$ cat config.mk
export PLATFORM = sky130hd
export DESIGN_NAME = range_sample_outlier_filter_flat
export DESIGN_NICKNAME = d
export VERILOG_FILES = /design/src/rtl/rsof_pkg.sv /design/src/rtl/rsof_chan_if.sv /design/src/rtl/range_sample_outlier_filter.sv /design/src/rtl/rsof_ring.sv /design/src/rtl/rsof_alu.sv /design/src/flat_wrapper.sv
export SDC_FILE = /design/constraint.sdc
export NUM_CORES = 1
export LEC_CHECK = 0
export BUFFER_PORTS_ARGS = -buffer_cell sky130_fd_sc_hd__buf_2
export CORE_AREA = 2 2 39 41
export CTS_BUF_LIST = sky130_fd_sc_hd__clkbuf_4
export DETAILED_ROUTE_END_ITERATION = 10
export DIE_AREA = 0 0 41 43
export HOLD_SLACK_MARGIN = 0.1
export SLEW_MARGIN = 20
export SYNTH_ARGS = -nofsm -noshare
export SYNTH_HDL_FRONTEND = slang
export SYNTH_HIERARCHICAL = 1
export SYNTH_SLANG_ARGS = --single-unit
$ cat constraint.sdc
create_clock -name clk_i -period 1.7 [get_ports clk_i]
set_clock_uncertainty 0.2 [all_clocks]
set_input_delay 0.17 -clock clk_i [delete_from_list [all_inputs] [get_ports clk_i]]
set_output_delay 0.17 -clock clk_i [all_outputs]
set_load 0.02 [all_outputs]
$ cat src/rtl/rsof_pkg.sv
// rsof_pkg: shared types and constants of the range sample outlier filter
// word layouts of the three channels, register indexes, reset values, unit ops
// no dependencies
`default_nettype none

package rsof_pkg;

  localparam int unsigned SampleW = 16;
  localparam int unsigned AccW    = 32;
  localparam int unsigned FracW   = 16;
  localparam int unsigned CfgIdxW = 2;

  // register indexes on the configuration channel
  localparam logic [CfgIdxW-1:0] CfgFilterMode  = 2'd0;
  localparam logic [CfgIdxW-1:0] CfgSmoothWeight = 2'd1;
  localparam logic [CfgIdxW-1:0] CfgJumpLimit   = 2'd2;

  // register reset values
  localparam logic               ResetMode   = 1'b0;
  localparam logic [SampleW-1:0] ResetWeight = 16'd6554;
  localparam logic [SampleW-1:0] ResetLimit  = 16'd200;

  // filter mode codes
  localparam logic ModeWindow = 1'b0;
  localparam logic ModeSmooth = 1'b1;

  // input word: one sensor poll
  typedef struct packed {
    logic [SampleW-1:0] reading;
    logic               reading_ready;
    logic               timed_out;
  } in_item_t;

  // output word: filter state after the poll
  typedef struct packed {
    logic [SampleW-1:0] filtered_value;
    logic [SampleW-1:0] last_raw;
    logic               fresh_sample;
    logic               status_ok;
  } out_item_t;

  // configuration write word
  typedef struct packed {
    logic [CfgIdxW-1:0] index;
    logic [SampleW-1:0] data;
  } cfg_word_t;

  // shared arithmetic unit operations
  typedef enum logic [1:0] {
    AluAbsDiff,
    AluAdd,
    AluSub
  } alu_op_e;

endpackage

`default_nettype wire

$ cat src/rtl/rsof_chan_if.sv
// rsof_chan_if: valid/ready channel carrying one word of a given type
// used for the input, output and configuration channels; no dependencies
`default_nettype none

interface rsof_chan_if #(
  parameter type T = logic
);
  logic valid;
  logic ready;
  T     payload;

  modport source (output valid, output payload, input ready);
  modport sink   (input valid, input payload, output ready);
endinterface

`default_nettype wire

$ cat src/rtl/range_sample_outlier_filter.sv
// range_sample_outlier_filter: poll filter for a distance sensor
// input channel in_ch_i takes one poll word (reading, reading_ready, timed_out)
// output channel out_ch_o gives one word per poll (filtered_value, last_raw,
// fresh_sample, status_ok); cfg_ch_i writes filter_mode (0), smoothing_weight
// (1) and jump_limit (2), always ready, other indexes ignored
// a poll that does not run the filter goes from idle straight to the finish step
// window mode: the ring is walked one entry a cycle through the shared
// abs-difference unit; a last step accepts the sample or holds the old value
// smoothing mode: difference, 32x16 multiply and accumulate steps, then finish
// in_ch_i.ready is high only between polls; one poll is worked at a time
// the output word sits in a register, so the next poll is taken while it
// waits; a stalled receiver holds the block in its last step until taken
// reset clears the ring's written flags, pointers, accumulator and held
// values and loads the register reset values; no clearing pass is needed
// depends on rsof_pkg, rsof_chan_if, rsof_ring, rsof_alu
`default_nettype none

module range_sample_outlier_filter #(
  parameter int unsigned RING_DEPTH = 8
) (
  input  wire logic  clk_i,
  input  wire logic  rst_ni,
  rsof_chan_if.sink   in_ch_i,
  rsof_chan_if.source out_ch_o,
  rsof_chan_if.sink   cfg_ch_i
);

  localparam int unsigned PtrW = (RING_DEPTH > 1) ? $clog2(RING_DEPTH) : 1;
  localparam int unsigned SW   = rsof_pkg::SampleW;
  localparam int unsigned AW   = rsof_pkg::AccW;
  localparam int unsigned FW   = rsof_pkg::FracW;

  typedef enum logic [2:0] {
    StIdle,
    StWalk,
    StWalkLast,
    StSmDiff,
    StSmMul,
    StSmAcc,
    StFinish
  } state_e;

  state_e              state_q;
  logic                mode_q;
  logic [SW-1:0]       weight_q;
  logic [SW-1:0]       limit_q;
  logic [PtrW-1:0]     ptr_q;
  logic [PtrW-1:0]     cnt_q;
  logic                chk_q;
  logic                reject_q;
  logic [SW-1:0]       accepted_q;
  logic [AW-1:0]       acc_q;
  logic [SW-1:0]       outv_q;
  logic [SW-1:0]       raw_q;
  logic [SW-1:0]       sample_q;
  logic                fresh_q;
  logic                ok_q;
  logic [AW-1:0]       dmag_q;
  logic                up_q;
  logic [AW-1:0]       step_q;
  logic                out_vld_q;
  rsof_pkg::out_item_t out_pl_q;

  rsof_pkg::in_item_t  in_w;
  rsof_pkg::cfg_word_t cfg_w;
  logic                in_acc;
  logic                in_fresh;
  logic                in_run;
  logic [PtrW-1:0]     ptr_nxt;
  logic [SW-1:0]       rd_data;
  rsof_pkg::alu_op_e   alu_op;
  logic [AW-1:0]       alu_a;
  logic [AW-1:0]       alu_b;
  logic [AW-1:0]       alu_res;
  logic                alu_ge;
  logic                fail;
  logic [AW+FW-1:0]    prod;
  logic                out_free;

  assign in_w   = in_ch_i.payload;
  assign cfg_w  = cfg_ch_i.payload;

  // handshakes
  assign in_ch_i.ready  = (state_q == StIdle);
  assign cfg_ch_i.ready = 1'b1;
  assign in_acc         = in_ch_i.valid & in_ch_i.ready;
  assign out_free       = ~out_vld_q | out_ch_o.ready;

  assign out_ch_o.valid   = out_vld_q;
  assign out_ch_o.payload = out_pl_q;

  // poll classification
  assign in_fresh = in_w.reading_ready & (in_w.reading != '0);
  assign in_run   = in_fresh & ~in_w.timed_out;

  // ring pointer advance, wraps at the depth
  assign ptr_nxt = (ptr_q == PtrW'(RING_DEPTH - 1)) ? '0 : ptr_q + PtrW'(1);

  rsof_ring #(
    .RING_DEPTH (RING_DEPTH)
  ) u_ring (
    .clk_i     (clk_i),
    .rst_ni    (rst_ni),
    .wr_en_i   (in_acc & in_run & (mode_q == rsof_pkg::ModeWindow)),
    .wr_addr_i (ptr_nxt),
    .wr_data_i (in_w.reading),
    .rd_addr_i (cnt_q),
    .rd_data_o (rd_data)
  );

  // operand select for the shared unit
  always_comb begin
    alu_op = rsof_pkg::AluAbsDiff;
    alu_a  = '0;
    alu_b  = '0;
    case (state_q)
      StWalk, StWalkLast: begin
        alu_a = {{(AW-SW){1'b0}}, rd_data};
        alu_b = {{(AW-SW){1'b0}}, accepted_q};
      end
      StSmDiff: begin
        alu_a = {sample_q, {FW{1'b0}}};
        alu_b = acc_q;
      end
      StSmAcc: begin
        alu_op = up_q ? rsof_pkg::AluAdd : rsof_pkg::AluSub;
        alu_a  = acc_q;
        alu_b  = step_q;
      end
      default: begin
        alu_op = rsof_pkg::AluAbsDiff;
      end
    endcase
  end

  rsof_alu u_alu (
    .op_i     (alu_op),
    .a_i      (alu_a),
    .b_i      (alu_b),
    .res_o    (alu_res),
    .a_ge_b_o (alu_ge)
  );

  // ring entry too far from the accepted value
  assign fail = chk_q & (alu_res > {{(AW-SW){1'b0}}, limit_q});

  // smoothing step product, weight is a Q0.16 fraction
  assign prod = (AW+FW)'(dmag_q) * (AW+FW)'(weight_q);

  // sequencer, configuration and held state
  always_ff @(posedge clk_i or negedge rst_ni) begin
    if (!rst_ni) begin
      state_q    <= StIdle;
      mode_q     <= rsof_pkg::ResetMode;
      weight_q   <= rsof_pkg::ResetWeight;
      limit_q    <= rsof_pkg::ResetLimit;
      ptr_q      <= '0;
      cnt_q      <= '0;
      chk_q      <= 1'b0;
      reject_q   <= 1'b0;
      accepted_q <= '0;
      acc_q      <= '0;
      outv_q     <= '0;
      raw_q      <= '0;
      sample_q   <= '0;
      fresh_q    <= 1'b0;
      ok_q       <= 1'b1;
      dmag_q     <= '0;
      up_q       <= 1'b0;
      step_q     <= '0;
      out_vld_q  <= 1'b0;
      out_pl_q   <= '0;
    end else begin
      // configuration writes
      if (cfg_ch_i.valid) begin
        case (cfg_w.index)
          rsof_pkg::CfgFilterMode:   mode_q   <= cfg_w.data[0];
          rsof_pkg::CfgSmoothWeight: weight_q <= cfg_w.data;
          rsof_pkg::CfgJumpLimit:    limit_q  <= cfg_w.data;
          default: ;
        endcase
      end

      // output word taken, unless the finish step loads the next one
      if (out_vld_q && out_ch_o.ready && (state_q != StFinish)) begin
        out_vld_q <= 1'b0;
      end

      case (state_q)
        StIdle: begin
          if (in_acc) begin
            if (in_w.reading_ready) begin
              raw_q <= in_w.reading;
            end
            sample_q <= in_w.reading;
            fresh_q  <= in_fresh;
            ok_q     <= ~(in_fresh & in_w.timed_out);
            if (!in_run) begin
              state_q <= StFinish;
            end else if (mode_q == rsof_pkg::ModeSmooth) begin
              state_q <= StSmDiff;
            end else begin
              ptr_q    <= ptr_nxt;
              cnt_q    <= '0;
              chk_q    <= 1'b0;
              reject_q <= 1'b0;
              state_q  <= StWalk;
            end
          end
        end
        StWalk: begin
          if (fail) begin
            reject_q <= 1'b1;
          end
          chk_q <= 1'b1;
          if (cnt_q == PtrW'(RING_DEPTH - 1)) begin
            state_q <= StWalkLast;
          end else begin
            cnt_q <= cnt_q + PtrW'(1);
          end
        end
        StWalkLast: begin
          if (reject_q || fail) begin
            outv_q <= accepted_q;
          end else begin
            accepted_q <= sample_q;
            outv_q     <= sample_q;
          end
          state_q <= StFinish;
        end
        StSmDiff: begin
          dmag_q  <= alu_res;
          up_q    <= alu_ge;
          state_q <= StSmMul;
        end
        StSmMul: begin
          step_q  <= prod[AW+FW-1:FW];
          state_q <= StSmAcc;
        end
        StSmAcc: begin
          acc_q   <= alu_res;
          outv_q  <= alu_res[AW-1:AW-SW];
          state_q <= StFinish;
        end
        StFinish: begin
          if (out_free) begin
            out_vld_q               <= 1'b1;
            out_pl_q.filtered_value <= outv_q;
            out_pl_q.last_raw       <= raw_q;
            out_pl_q.fresh_sample   <= fresh_q;
            out_pl_q.status_ok      <= ok_q;
            state_q                 <= StIdle;
          end
        end
        default: begin
          state_q <= StIdle;
        end
      endcase
    end
  end

  // a waiting output word is never overwritten
  a_no_overwrite: assert property (@(posedge clk_i) disable iff (!rst_ni)
    (state_q == StFinish && out_vld_q && !out_ch_o.ready) |=> (state_q == StFinish))
    else $error("output word overwritten while stalled");

  // ring pointer and walk counter stay inside the ring
  a_ptr_range: assert property (@(posedge clk_i) disable iff (!rst_ni)
    (32'(ptr_q) < RING_DEPTH) && (32'(cnt_q) < RING_DEPTH))
    else $error("ring index out of range");

  // a poll that does not run the filter leaves the filtered value alone
  a_hold_value: assert property (@(posedge clk_i) disable iff (!rst_ni)
    (in_acc && !in_run) |=> ##1 $stable(outv_q))
    else $error("filtered value changed without a fresh sample");

  // smoothing never overshoots the largest target
  a_acc_bound: assert property (@(posedge clk_i) disable iff (!rst_ni)
    acc_q <= {{SW{1'b1}}, {FW{1'b0}}})
    else $error("accumulator above largest target");

  // the ring check ends with an accept or a hold of the old value
  a_walk_result: assert property (@(posedge clk_i) disable iff (!rst_ni)
    (state_q == StWalkLast) |=> (outv_q == accepted_q))
    else $error("window result differs from accepted value");

endmodule

`default_nettype wire

$ cat src/rtl/rsof_ring.sv
// rsof_ring: ring of recent readings, one write and one registered read port
// entries never written since reset read as zero; uses rsof_pkg
`default_nettype none

module rsof_ring #(
  parameter int unsigned RING_DEPTH = 8,
  localparam int unsigned PtrW = (RING_DEPTH > 1) ? $clog2(RING_DEPTH) : 1
) (
  input  wire logic                          clk_i,
  input  wire logic                          rst_ni,
  input  wire logic                          wr_en_i,
  input  wire logic [PtrW-1:0]               wr_addr_i,
  input  wire logic [rsof_pkg::SampleW-1:0]  wr_data_i,
  input  wire logic [PtrW-1:0]               rd_addr_i,
  output logic      [rsof_pkg::SampleW-1:0]  rd_data_o
);

  logic [rsof_pkg::SampleW-1:0] mem_q [RING_DEPTH];
  logic [RING_DEPTH-1:0]        vld_q;
  logic [rsof_pkg::SampleW-1:0] rd_data_q;
  logic                         rd_vld_q;

  // storage array, no reset
  always_ff @(posedge clk_i) begin
    if (wr_en_i) begin
      mem_q[wr_addr_i] <= wr_data_i;
    end
    rd_data_q <= mem_q[rd_addr_i];
  end

  // per-entry written flags, cleared at reset
  always_ff @(posedge clk_i or negedge rst_ni) begin
    if (!rst_ni) begin
      vld_q    <= '0;
      rd_vld_q <= 1'b0;
    end else begin
      if (wr_en_i) begin
        vld_q[wr_addr_i] <= 1'b1;
      end
      rd_vld_q <= vld_q[rd_addr_i];
    end
  end

  assign rd_data_o = rd_vld_q ? rd_data_q : '0;

endmodule

`default_nettype wire

$ cat src/rtl/rsof_alu.sv
// rsof_alu: shared 32-bit add, subtract and absolute difference unit
// serves both the ring walk and the smoothing update; uses rsof_pkg
`default_nettype none

module rsof_alu (
  input  wire rsof_pkg::alu_op_e           op_i,
  input  wire logic [rsof_pkg::AccW-1:0]   a_i,
  input  wire logic [rsof_pkg::AccW-1:0]   b_i,
  output logic      [rsof_pkg::AccW-1:0]   res_o,
  output logic                             a_ge_b_o
);

  logic [rsof_pkg::AccW:0]   diff;
  logic [rsof_pkg::AccW-1:0] rdiff;
  logic [rsof_pkg::AccW-1:0] sum;

  // one borrow chain gives ordering, the other the reversed difference
  assign diff     = {1'b0, a_i} - {1'b0, b_i};
  assign rdiff    = b_i - a_i;
  assign sum      = a_i + b_i;
  assign a_ge_b_o = ~diff[rsof_pkg::AccW];

  always_comb begin
    case (op_i)
      rsof_pkg::AluAbsDiff: res_o = a_ge_b_o ? diff[rsof_pkg::AccW-1:0] : rdiff;
      rsof_pkg::AluAdd:     res_o = sum;
      rsof_pkg::AluSub:     res_o = diff[rsof_pkg::AccW-1:0];
      default:              res_o = '0;
    endcase
  end

endmodule

`default_nettype wire
$ cat src/flat_wrapper.sv
// flat-port wrapper written by rule: the top's interface ports become plain ports
module range_sample_outlier_filter_flat 
#(
  parameter int unsigned RING_DEPTH = 8
)
  (clk_i, rst_ni, in_ch_i_valid, in_ch_i_payload, in_ch_i_ready, out_ch_o_valid, out_ch_o_payload, out_ch_o_ready, cfg_ch_i_valid, cfg_ch_i_payload, cfg_ch_i_ready);
  rsof_chan_if in_ch_i_i ();
  rsof_chan_if out_ch_o_i ();
  rsof_chan_if cfg_ch_i_i ();
  input  wire logic clk_i;
  input  wire logic rst_ni;
  input wire logic [$bits(in_ch_i_i.valid)-1:0] in_ch_i_valid;
  input wire logic [$bits(in_ch_i_i.payload)-1:0] in_ch_i_payload;
  output wire logic [$bits(in_ch_i_i.ready)-1:0] in_ch_i_ready;
  output wire logic [$bits(out_ch_o_i.valid)-1:0] out_ch_o_valid;
  output wire logic [$bits(out_ch_o_i.payload)-1:0] out_ch_o_payload;
  input wire logic [$bits(out_ch_o_i.ready)-1:0] out_ch_o_ready;
  input wire logic [$bits(cfg_ch_i_i.valid)-1:0] cfg_ch_i_valid;
  input wire logic [$bits(cfg_ch_i_i.payload)-1:0] cfg_ch_i_payload;
  output wire logic [$bits(cfg_ch_i_i.ready)-1:0] cfg_ch_i_ready;
  assign in_ch_i_i.valid = in_ch_i_valid;
  assign in_ch_i_i.payload = in_ch_i_payload;
  assign in_ch_i_ready = in_ch_i_i.ready;
  assign out_ch_o_valid = out_ch_o_i.valid;
  assign out_ch_o_payload = out_ch_o_i.payload;
  assign out_ch_o_i.ready = out_ch_o_ready;
  assign cfg_ch_i_i.valid = cfg_ch_i_valid;
  assign cfg_ch_i_i.payload = cfg_ch_i_payload;
  assign cfg_ch_i_ready = cfg_ch_i_i.ready;
  range_sample_outlier_filter #(.RING_DEPTH(RING_DEPTH)) u_core (.clk_i(clk_i), .rst_ni(rst_ni), .in_ch_i(in_ch_i_i), .out_ch_o(out_ch_o_i), .cfg_ch_i(cfg_ch_i_i));
endmodule
* Yosys cells after proc, flatten, opt, wreduce, memory -nomap -nowiden
Index checks and enable logic that the tools add are counted. Widths: inputs -> output; s select.
Cells by class: add/sub/neg operators 1, eq/ne operators 11, mux-type cells 7, bitwise logic cells 4, reductions and logical operators 7
Operators with widths (number):
- $pmux 3 s6 | 1
- $eq 3x3->1 const B | 4
- $mux 3 | 3
- $eq 3x2->1 const B | 2
- $ne 2x1->1 const B | 2
- $reduce_and 2->1 | 2
- $add 3x1->3 const B | 1
- $eq 3x1->1 const B | 1
- $logic_not 3->1 | 1
- $mux 1 | 3
- $ne 3x3->1 const B | 1
- $reduce_and 3->1 | 1
- $logic_and 1x1->1 | 2
- $ne 2x2->1 const B | 1
- $not 1->1 | 2
- $reduce_or 2->1 | 1
- $and 1x1->1 | 1
- $or 1x1->1 | 1
Storage, ports and cells: register bits after elaboration 8, input port bits 7, output and inout bits 4

* Longest topological paths before layout
Gate-level depths: netlist (run 1).
word-level depth 5, depth in mapped cells 5

* Worst setup path after synthesis (run 1)
No wires, ideal clock.
path kind register to register, start point reg u_core.cnt_q[0], end point reg u_core.cnt_q[1], library setup time 0.128 ns, arrival 1.544 ns, data required time 1.372 ns, path slack -0.171 ns, stages on the path, launching flop included 6, period minus slack after synthesis 1.871 ns, cells stage by stage dfrtp_1 -> ha_1 -> ha_1 -> or3b_4 -> nor2_4 -> mux2_1
On the way: longest elaborated chain between the ends 3
RTL lines:
- start, declared | line range_sample_outlier_filter.sv:48 | logic [PtrW-1:0] cnt_q;
- start signal, assigned | line range_sample_outlier_filter.sv:219 | cnt_q <= cnt_q + PtrW'(1);
- branches (longest 3 deep; another with $add 3x1->3)
Several ways; the timed one is not identified. A chain may end at the register's enable or synchronous reset.

* Worst setup path in the final report (run 1)
Same ends and word-level chain as after synthesis.

==> results of run 1 <==
## flip-flops by register name, summed over array words and instances (netlist names)
signal                   count
u_core/out_ch_o.valid        1
u_core/out_ch_o.payload      1
u_core/state_q               3
u_core/cnt_q                 3
## layer usage
| layer | global-route usage | vias up |
|---|---|---|
| met1 | 0.128 | 143 |
| met5 | 0 | - |
| met2 | 0.159 | 8 |
| met3 | 0.0471 | 2 |
| met4 | 0.120 | 0 |
| li1 | - | 149 |
## power by group through the flow
stage | clock (mW) | sequential [mW] | combinational [mW]
6_report | 0.146 | 0.339 | 0.399
5_1_grt | 0.166 | 0.355 | 0.460
4_1_cts | 0.154 | 0.341 | 0.389
3_5_place_dp | 0 | 0.343 | 0.382
3_3_place_gp | 0 | 0.341 | 0.371
2_1_floorplan | 0 | 0.342 | 0.245
## synthesized netlist by cell type (2+ instances only)
cell type  instances
dfrtp_1            8
ha_1               2
nor2_1             2
mux2_1             2
nand2b_1           4
nand2_1            2
## how the worst min path moves through the flow
stage | endpoint | cells after the start | slack (ns)
finish | u_core/out_ch_o.payload | 1 | 0.28
CTS | u_core/out_ch_o.payload | 1 | 0.29
global route | u_core/out_ch_o.payload | 1 | 0.30
detailed placement | u_core/state_q[1] | 1 | -0.17
floorplan | u_core/cnt_q[0] | 0 | -0.33
global placement | u_core/state_q[1] | 1 | -0.18
## repair_timing
action / 4_1_cts / 5_1_grt
endpoints found under the hold margin: 10 / 0
setup buffers: 0 / 0
pin swaps: 0 / 0
endpoints found under the setup margin: 5 / 5
hold buffers: 4 / 0
gates resized for setup: 0 / 1
cloned: 0 / 0
## critical path, delay by kind of cell, from the launching register on
family                   cells  cell delay (ns)
adder cells (fa/ha/maj)      2             0.34
flip-flops                   1             0.38
multiplexers                 1             0.31
AND/OR/NAND/NOR              2             0.51
## layout make-up
| class | instances | share of cell area |
|---|---|---|
| flip-flops and latches | 8 | 0.370 |
| multi-input cells | 24 | 0.346 |
| repair buffers | 15 | 0.199 |
| clock buffers | 3 | 0.0416 |
| well taps | 16 | 0.0370 |
| inverters | 1 | 0.00693 |
## stage by stage
step / power, mW / setup TNS, ns / std cells / util / setup WS (ns)
after CTS: 0.884 / -0.457 / 67 / 0.389 / -0.197
after floorplan: 0.588 / -0.281 / 35 / - / -0.151
after detailed placement: 0.725 / -0.410 / 60 / 0.344 / -0.187
after global placement: 0.712 / -0.379 / 60 / 0.344 / -0.174
after global routing: 0.981 / -0.685 / 67 / 0.392 / -0.222
final: 0.884 / -0.391 / 67 / 0.392 / -0.162
## cell families (layout without fill, tap and decap cells)
kind of cell	count (synthesis)	in the layout
buf+inv	3	19
mux	2	2
xor+xnor	1	1
simple gates	14	14
other cells	1	1
flops	8	8
fa+ha+maj	2	2
compound gates	4	4
==> results by group, run 1 <==
Logic synthesis
  – Area contributors post-synth: dfrtp_1 (51%), ha_1 (6.4%), nand2b_1 (6.4%)
  – Largest family of logic cells by synthesized area: simple AND/OR/NAND/NOR gates
  – Synth Area in Adders: 0.0641
  – Avg Cell Area, Syn: 11.2 µm²
  – Seq cells post-synth: 8
  – Fraction of registers with async set/reset: 1.00
  – Mapped Cells: 35
  – Post-synthesis instance area: 390 µm²
  – Post-synthesis compound-gate area fraction: 0.0673
  – Ys flop type: dfrtp_1
  – Synth warn: 6
  – Syn nets: 44
  – Post-synth EDFFs: 0
  – Share of the synthesized area in the top cell type: 0.513
  – Yosys cell types: 21
  – Simple-Gate Fraction of Synth Area: 0.228
  – Register area share after synthesis: 0.513
  – Cell taking the most area after synthesis: dfrtp_1
  – Xor and xnor fraction of the mapped netlist area: 0.0224
  – Mux cell area share after synthesis: 0.0577

Power
  – PwrDens: 1630 nW/µm²
  – Switching power: 306 µW
  – Switching Fraction: 0.346
  – Logic pwr share: 0.451
  – Sequential Power Share: 0.384
  – Leak: 0.252 nW
  – Clock share of power: 0.165
  – Internal Pwr Total: 578 µW
  – Worst IR Drop VDD: 0.555 mV

Drt
  – DR WL/cell: 10.6 µm
  – Via density: 4.51
  – Metal1 wirelength: 308 µm
  – Detailed-route via count: 302
  – Routed Antenna Nets: 0
  – DRC violations left: 0
  – Met2 WL: 350 µm
  – Detailed-route wire length: 713 µm
  – First-pass DRT Iterations: 2
  – Drt first-iter violations: 6
  – Top layer reached by signal wires: met4
  – Met3 routed WL: 34 µm

Hold path
  – Worst hold start: u_core/out_ch_o.payload
  – Hold/Removal Path Class: register to register

Clock tree
  – TritonCTS buffer count: 3
  – H-tree depth: 1
  – Clock Pin Slew Worst Setup and Hold Paths: 0.06 ns
  – Clock Latency Late Sink: 0.25 ns
  – Clock Path Buffers: 2
  – Clock Tree Root: clkbuf_4
  – TritonCTS Sinks: 8
  – CTS tree: done

Placed design
  – Detail Placement HPWL: 505 µm
  – Final GP Congestion: 0.675
  – Cell Area, Placed: 475 µm²
  – Port bufs: 6

Die
  – Ports: 11
  – Initial core utilization: 0.282
  – Die area: 1760 µm²
  – Core ar.: 1380 µm²
  – Die width: 41 µm
  – Core Rows: 14
  – DIE HEIGHT: 43 µm

Outcome
  – Status: complete, but fails checks
  – Failing checks: negative setup slack

Worst setup path
  – Setup crit end kind: register
  – CP startpoint: u_core/cnt_q[0]
  – Worst Path Required: 1.64 ns
  – Setup crit start kind: register
  – CP Capture Point: u_core/cnt_q[1]
  – Crit Path Max Fanout: 3
  – CP max stage cell: dfrtp_1
  – Slowest Stage Delay on Critical Path: 0.38 ns
  – Setup Crit Path Kind: register to register
  – Most used cell, CP: ha_2
  – CP cell instances: ha_2 > ha_2 > or3b_4 > nor2_4 > mux2_4
  – Flop2flop setup slack: -0.16 ns
  – FF-to-FF End: u_core/cnt_q[1]
  – Worst r2r src: u_core/cnt_q[0]
  – Reg2Reg Depth: 5
  – Crit path arrival time: 1.80 ns

Cells and area
  – Nets: 62
  – Final instance area: 542 µm²
  – Area growth, synth to finish: 38.8%
  – Most frequent cells in the layout: dfrtp_1 (8), buf_2 (6), buf_4 (5)
  – Multi-input logic area: 188 µm²
  – Diode count: 0
  – Layout filler cell count: 146
  – Most common cell after layout, fill and taps aside: dfrtp_1
  – Ratio of cells with drive above 1 in the final layout: 0.392
  – Flip-flop and latch area: 200 µm²

Global route
  – Initial antenna violation count: 0
  – First-pass GRT wire length: 1.28 mm
  – Gr usage total: 0.118
  – Largest net degree at the start of global routing: 10
  – GRT overflow: 0
  – Via count of the first global-routing pass: 308

Timing
  – Hold WS: 0.275 ns
  – Fmax achieved: 537 MHz
  – Final cycle utilization of the critical path: 1.10
  – RSZ-0062 raised after global routing: true
  – Final setup fails: 3
  – Final min period: 1.86 ns
  – PnR worst setup slack: -0.162 ns
  – Fin. Hold Viols: 0
  – Pins Over Slew Limit: 0

Run
  – Maxcap violations: 0
(Power assumes the default switching activity.)
==> inputs of run 2 (changes only) <==
--- a/config.mk
+++ b/config.mk
@@ -11,6 +11,7 @@
 export DETAILED_ROUTE_END_ITERATION = 10
 export DIE_AREA = 0 0 41 43
 export HOLD_SLACK_MARGIN = 0.1
+export SKIP_CTS_REPAIR_TIMING = 1
 export SLEW_MARGIN = 20
 export SYNTH_ARGS = -nofsm -noshare
 export SYNTH_HDL_FRONTEND = slang
==> run 2 against run 1 <==
Compared with the run above: the flow still finishes with violations (negative setup slack); sequential share of layout area rose by 1.4 points; global-route usage shrank 0.81 points; hold slack worse by 0.21 ns; final area down 3.7%; die area unchanged; via count down 3.3%; combinational power is 1% lower; clock-buffer cell count unchanged; register-to-register slack about the same; sequential power is essentially flat; largest cell class unchanged; largest power group unchanged.
==> results by group, run 2 (same netlist as run 1, synthesis figures left out) <==
Cells and area
  – Ratio of cells with drive above 1 in the final layout: 0.408 (+0.0160)
  – Area growth, synth to finish: 33.7%
  – Top flop regs: u_core/cnt_q x3, u_core/state_q x3
  – Layout filler cell count: 147 (+0.68%)
  – Most common cell after layout, fill and taps aside: dfrtp_1
  – Multi-input logic area: 188 µm² (unchanged)
  – Flip-flop and latch area: 200 µm² (unchanged)
  – Diode count: 0 (unchanged)
  – Finished Core Util: 0.377 (-0.0145)
  – Most frequent cells in the layout: dfrtp_1 (8), buf_2 (6), buf_4 (5)
  – Nets: 60 (-3.2%)

Global route
  – Via count of the first global-routing pass: 291 (-5.5%)
  – Largest net degree at the start of global routing: 10 (unchanged)
  – Gr usage total: 0.110 (-0.00809)
  – First-pass GRT wire length: 1.16 mm (-9.2%)
  – Initial antenna violation count: 0 (unchanged)
  – GRT overflow: 0 (unchanged)

Die
  – DIE HEIGHT: 43 µm (unchanged)
  – Core ar.: 1380 µm² (unchanged)
  – Die area: 1760 µm² (unchanged)
  – Core Rows: 14 (unchanged)
  – Initial core utilization: 0.282 (unchanged)
  – Die width: 41 µm (unchanged)
  – Ports: 11 (unchanged)

Clock tree
  – Clock Latency Late Sink: 0.25 ns (about the same)
  – Clock Pin Slew Worst Setup and Hold Paths: 0.05 ns (about the same)
  – TritonCTS Sinks: 8 (unchanged)
  – H-tree depth: 1 (unchanged)
  – CTS tree: done
  – TritonCTS buffer count: 3 (unchanged)
  – Clock Path Buffers: 2 (unchanged)
  – Clock Tree Root: clkbuf_4

Timing
  – RSZ-0062 raised after global routing: true
  – Pins Over Slew Limit: 0 (unchanged)
  – Hold WS: 0.0646 ns (-0.211 ns)
  – Final cycle utilization of the critical path: 1.10 (about the same)
  – Fin. Hold Viols: 0 (unchanged)
  – PnR worst setup slack: -0.162 ns (-0.000385 ns)
  – Final min period: 1.86 ns (+0.000385 ns)
  – Final setup fails: 3 (unchanged)
  – Fmax achieved: 537 MHz (about the same)

Worst setup path
  – Setup Crit Path Kind: register to register
  – Crit path arrival time: 1.80 ns (about the same)
  – Reg2Reg Depth: 5 (unchanged)
  – Worst Path Required: 1.63 ns (about the same)
  – CP startpoint: u_core/cnt_q[0]
  – Setup crit end kind: register
  – Crit Path Max Fanout: 3 (unchanged)
  – Worst r2r src: u_core/cnt_q[0]
  – Setup crit start kind: register

Placed design
  – Port bufs: 6 (unchanged)
  – Final GP Congestion: 0.675 (unchanged)
  – Setup WS pre-CTS: -0.187 ns (unchanged)
  – Detail Placement HPWL: 505 µm (unchanged)

Drt
  – Routed Antenna Nets: 0 (unchanged)
  – DRC violations left: 0 (unchanged)
  – Detailed-route via count: 292 (-3.3%)
  – Detailed-route wire length: 689 µm (-3.4%)
  – First-pass DRT Iterations: 2 (unchanged)
  – Via density: 4.49 (-0.34%)
  – DR WL/cell: 10.6 µm (-0.39%)
  – Drt first-iter violations: 5 (-1)

Power
  – Leak: 0.243 nW (-3.3%)
  – Tot Pwr: 879 µW (-0.63%)
  – PwrDens: 1680 nW/µm² (+3.2%)
  – Worst IR Drop VDD: 0.551 mV (-0.75%)

Run
  – Maxcap violations: 0 (unchanged)

Outcome
  – Status: complete, but fails checks
  – Failing checks: negative setup slack

Hold path
  – Worst hold start: in_ch_i_valid
  – Hold/Removal Path Class: input pin to register
  – Hold depth: 4 (+3)
## run 2: cell types whose count changed in the layout (fill, tap and decap cells not counted)
cell,change
dlygate4sd3_1,-2
## run 2: metrics by stage
step	TNS (ns)	instance area [µm²]	cells
floorplan	-0.281	399	35
global placement	-0.379	475	60
detailed placement	-0.410	475	60
CTS	-0.457	498	63
global route	-0.682	522	65
finish	-0.389	522	65
## run 2: report_power, final
| part | internal (mW) | switching (mW) | leakage, nW |
|---|---|---|---|
| Combinational | 0.223 | 0.172 | 0.136 |
| Clock | 0.0807 | 0.0632 | 0.0138 |
| Sequential | 0.272 | 0.0685 | 0.0936 |
## run 2: final timing paths
kind / slack, ns / to
hold / removal: 0.06 / u_core/state_q[2]
setup / recovery: -0.16 / u_core/cnt_q[1]
max in group asynchronous: 1.04 / u_core/out_ch_o.payload
setup reg to reg: -0.16 / u_core/cnt_q[1]
hold reg to reg: 0.28 / u_core/out_ch_o.payload
min in group asynchronous: 0.09 / u_core/state_q[1]
## run 2: final cells by class
cell class / count / share of cell area
Timing Repair Buffer: 13 / 0.168
Inverter: 1 / 0.00719
Sequential cell: 8 / 0.384
Multi-Input combinational cell: 24 / 0.360
Tap cell: 16 / 0.0384
Clock buffer: 3 / 0.0432
## run 2: critical path, stage by stage, from the launching register on
cell     delay, ns
dfrtp_1       0.38
ha_2          0.18
ha_2          0.16
or3b_4        0.38
nor2_4        0.13
mux2_4        0.31
## run 2: metal layers
metal  GRT usage  wire length (µm)  vias up
met3      0.0471                34        2
li1            -                 -      145
met1       0.118               307      137
met4       0.120                19        0
met2       0.144               327        8
met5           0                 0        -
==> inputs of run 3 (changes only) <==
--- a/config.mk
+++ b/config.mk
@@ -5,11 +5,13 @@
 export SDC_FILE = /design/constraint.sdc
 export NUM_CORES = 1
 export LEC_CHECK = 0
+export ABC_AREA = 1
 export BUFFER_PORTS_ARGS = -buffer_cell sky130_fd_sc_hd__buf_2
 export CORE_AREA = 2 2 39 41
 export CTS_BUF_LIST = sky130_fd_sc_hd__clkbuf_4
 export DETAILED_ROUTE_END_ITERATION = 10
 export DIE_AREA = 0 0 41 43
+export GPL_TIMING_DRIVEN = 0
 export HOLD_SLACK_MARGIN = 0.1
 export SKIP_CTS_REPAIR_TIMING = 1
 export SLEW_MARGIN = 20
==> run 3 against run 2 <==
Compared with the run above: the flow now finishes without violations; combinational power down 5.6%; cell count up 14%; via count up 3.1%; critical path type unchanged; die area unchanged; setup slack better by 0.33 ns; sequential power up 2%; final area up 0.96%; area after synthesis up 8.7%; largest cell class unchanged; non-clock buffer count down 3; critical endpoint is now u_core/cnt_q[0]; utilization up 0.36 points; critical path depth unchanged; synthesized cell count up 31%.
==> results by group, run 3 <==
Outcome
  – Status: completed

Cells and area
  – Nets: 69 (+15%)
  – Layout filler cell count: 146 (-0.68%)
  – Multi-input logic area: 183 µm² (-2.7%)
  – Ratio of cells with drive above 1 in the final layout: 0.293 (-0.115)
  – Area growth, synth to finish: 24.2%
  – Top flop regs: u_core/cnt_q x3, u_core/state_q x3
  – Flip-flop and latch area: 200 µm² (unchanged)
  – Most frequent cells in the layout: inv_1 (9), nand2_1 (9), dfrtp_1 (8)
  – Diode count: 0 (unchanged)

Drt
  – Via density: 4.07 (-9.5%)
  – Routed Antenna Nets: 0 (unchanged)
  – First-pass DRT Iterations: 2 (unchanged)
  – Drt first-iter violations: 4 (-1)
  – Top layer reached by signal wires: met4
  – Met2 WL: 293 µm (-10%)
  – Detailed-route wire length: 635 µm (-7.8%)
  – DR WL/cell: 8.58 µm (-19%)
  – Metal1 wirelength: 314 µm (+2.3%)
  – Detailed-route via count: 301 (+3.1%)
  – Met3 routed WL: 13 µm (-62%)
  – DRC violations left: 0 (unchanged)

Worst setup path
  – Most used cell, CP: ha_1
  – Slowest Stage Delay on Critical Path: 0.41 ns (+0.03 ns)
  – Worst Path Required: 1.63 ns (about the same)
  – Reg2Reg Depth: 5 (unchanged)
  – CP max stage cell: dfrtp_1
  – Setup Crit Path Kind: register to register
  – WP buf/inv: 1 (+1)
  – Cell depth of the worst setup path: 5 (unchanged)
  – Setup crit end kind: register
  – Flop2flop setup slack: 0.17 ns (+0.33 ns)
  – CP delay by family, top: flip-flops
  – CP Capture Point: u_core/cnt_q[0]
  – CP cell instances: ha_1 > ha_1 > inv_1 > nand4_4 > xnor2_2
  – Crit Path Max Fanout: 7 (+4)
  – FF-to-FF End: u_core/cnt_q[0]
  – Worst r2r src: u_core/cnt_q[0]
  – Crit path arrival time: 1.46 ns (-0.34 ns)
  – Setup crit start kind: register
  – CP startpoint: u_core/cnt_q[0]

Timing
  – Pins Over Slew Limit: 0 (unchanged)
  – PnR worst setup slack: 0.171 ns (+0.333 ns)
  – Final setup fails: 0 (-3)
  – Fmax achieved: 654 MHz (+22%)
  – Final cycle utilization of the critical path: 0.899 (-0.196)
  – RSZ-0062 raised after global routing: false
  – Final TNS setup: 0 ns (+0.389 ns)
  – Fin. Hold Viols: 0 (unchanged)
  – Final min period: 1.53 ns (-0.333 ns)

Power
  – Clock share of power: 0.162 (-0.002)
  – Switching power: 352 µW (+16%)
  – Sequential Power Share: 0.405 (+0.018)
  – Logic pwr share: 0.434 (-0.015)
  – Worst IR Drop VDD: 0.622 mV (+13%)
  – Internal Pwr Total: 509 µW (-12%)
  – Leak: 0.275 nW (+13%)
  – PwrDens: 1630 nW/µm² (-3.0%)
  – Switching Fraction: 0.409 (+0.0635)

Global route
  – GRT overflow: 0 (unchanged)
  – Largest net degree at the start of global routing: 9 (-1)
  – First-pass GRT wire length: 1.03 mm (-11%)
  – Via count of the first global-routing pass: 270 (-7.2%)
  – Initial antenna violation count: 0 (unchanged)
  – Gr usage total: 0.0927 (-0.0175)

Logic synthesis
  – Syn nets: 55 (+25%)
  – Post-synth EDFFs: 0 (unchanged)
  – Avg Cell Area, Syn: 9.22 µm² (-17%)
  – Yosys cell types: 17 (-19%)
  – Leading cell types by count after synthesis: inv_1 (9), nand2_1 (9), dfrtp_1 (8), nor2_1 (3), o21ai_1 (3)
  – Mapped Cells: 46 (+31%)
  – Synth warn: 6 (unchanged)
  – Seq cells post-synth: 8 (unchanged)
  – Cell taking the most area after synthesis: dfrtp_1
  – Post-synthesis instance area: 424 µm² (+8.7%)
  – Register area share after synthesis: 0.472 (-0.0408)
  – Share of the synthesized area in the top cell type: 0.472 (-0.0408)
  – Area contributors post-synth: dfrtp_1 (47%), inv_1 (8.0%), nand2_1 (8.0%)
  – Ys flop type: dfrtp_1
  – Fraction of registers with async set/reset: 1.00 (unchanged)

Clock tree
  – Clock Latency Late Sink: 0.24 ns (about the same)
  – H-tree depth: 1 (unchanged)
  – Clock Tree Root: clkbuf_4
  – Clock Path Buffers: 2 (unchanged)
  – CTS tree: done
  – Clock Pin Slew Worst Setup and Hold Paths: 0.05 ns (about the same)
  – TritonCTS Sinks: 8 (unchanged)
  – TritonCTS buffer count: 3 (unchanged)

Placed design
  – Setup WS pre-CTS: 0.164 ns (+0.351 ns)
  – Detail Placement HPWL: 489 µm (-3.1%)
  – Final GP Congestion: 0.647 (-4.1%)
  – Port bufs: 6 (unchanged)

Run
  – Maxcap violations: 0 (unchanged)

Die
  – Die area: 1760 µm² (unchanged)
  – DIE HEIGHT: 43 µm (unchanged)
  – Core ar.: 1380 µm² (unchanged)
  – Ports: 11 (unchanged)
  – Core Rows: 14 (unchanged)
  – Initial core utilization: 0.307 (+0.0244)
  – Die width: 41 µm (unchanged)

Hold path
  – Hold/Removal Path Class: input pin to register
run 3: area by class of cell:
class                           instances  area share
Sequential cell                         8       0.380
Buffer                                  1      0.0143
Timing Repair Buffer                    9       0.114
Clock buffer                            3      0.0428
Tap cell                               16      0.0380
Multi-Input combinational cell         28       0.347
Inverter                                9      0.0641
run 3: stage by stage:
stage	cell area [µm²]	total power [mW]	std cells	utilization	hold slack [ns]
floorplan	424	0.639	46	-	-0.326
global placement	474	0.713	68	0.343	-0.183
detailed placement	474	0.723	68	0.343	-0.179
CTS	497	0.869	71	0.359	-0.453
global route	527	0.944	74	0.381	0.152
finish	527	0.860	74	0.381	0.0973
run 3: worst min-delay path: cells and delay by family:
family,cells,cell delay (ns)
and+or+nand+nor,3,0.24
buffers and inverters,2,0.10
run 3: cells by family (layout without fill, tap and decap cells):
| kind of cell | Yosys count | after routing | share of synthesized area |
|---|---|---|---|
| buffers and inverters | 10 | 22 | 0.0973 |
| AO/OA/AOI/OAI | 6 | 6 | 0.0855 |
| flip-flops | 8 | 8 | 0.472 |
| AND/OR/NAND/NOR | 18 | 18 | 0.239 |
| other | 1 | 1 | 0.00884 |
| XOR/XNOR | 1 | 1 | 0.0384 |
| adder cells (fa/ha/maj) | 2 | 2 | 0.0590 |
run 3: power groups by stage:
| stage | logic [mW] | clock network [mW] | registers [mW] |
|---|---|---|---|
| after detailed placement | 0.372 | 0 | 0.351 |
| after CTS | 0.374 | 0.148 | 0.347 |
| after floorplan | 0.285 | 0 | 0.355 |
| final | 0.373 | 0.139 | 0.348 |
| after global routing | 0.429 | 0.151 | 0.364 |
| after global placement | 0.364 | 0 | 0.349 |
run 3: layer usage:
metal | track usage | vias up
li1 | - | 168
met3 | 0.0157 | 2
met2 | 0.134 | 5
met4 | 0.100 | 0
met1 | 0.101 | 126
met5 | 0 | -
run 3: worst min-delay path by stage:
stage | startpoint | to | depth (start not counted) | slack, ns
global placement | rst_ni | u_core/cnt_q[0] | 1 | -0.18
floorplan | rst_ni | u_core/cnt_q[0] | 0 | -0.33
detailed placement | rst_ni | u_core/cnt_q[0] | 1 | -0.18
CTS | rst_ni | u_core/cnt_q[1] | 1 | -0.45
finish | in_ch_i_valid | u_core/state_q[1] | 5 | 0.1
global route | in_ch_i_valid | u_core/state_q[2] | 5 | 0.15
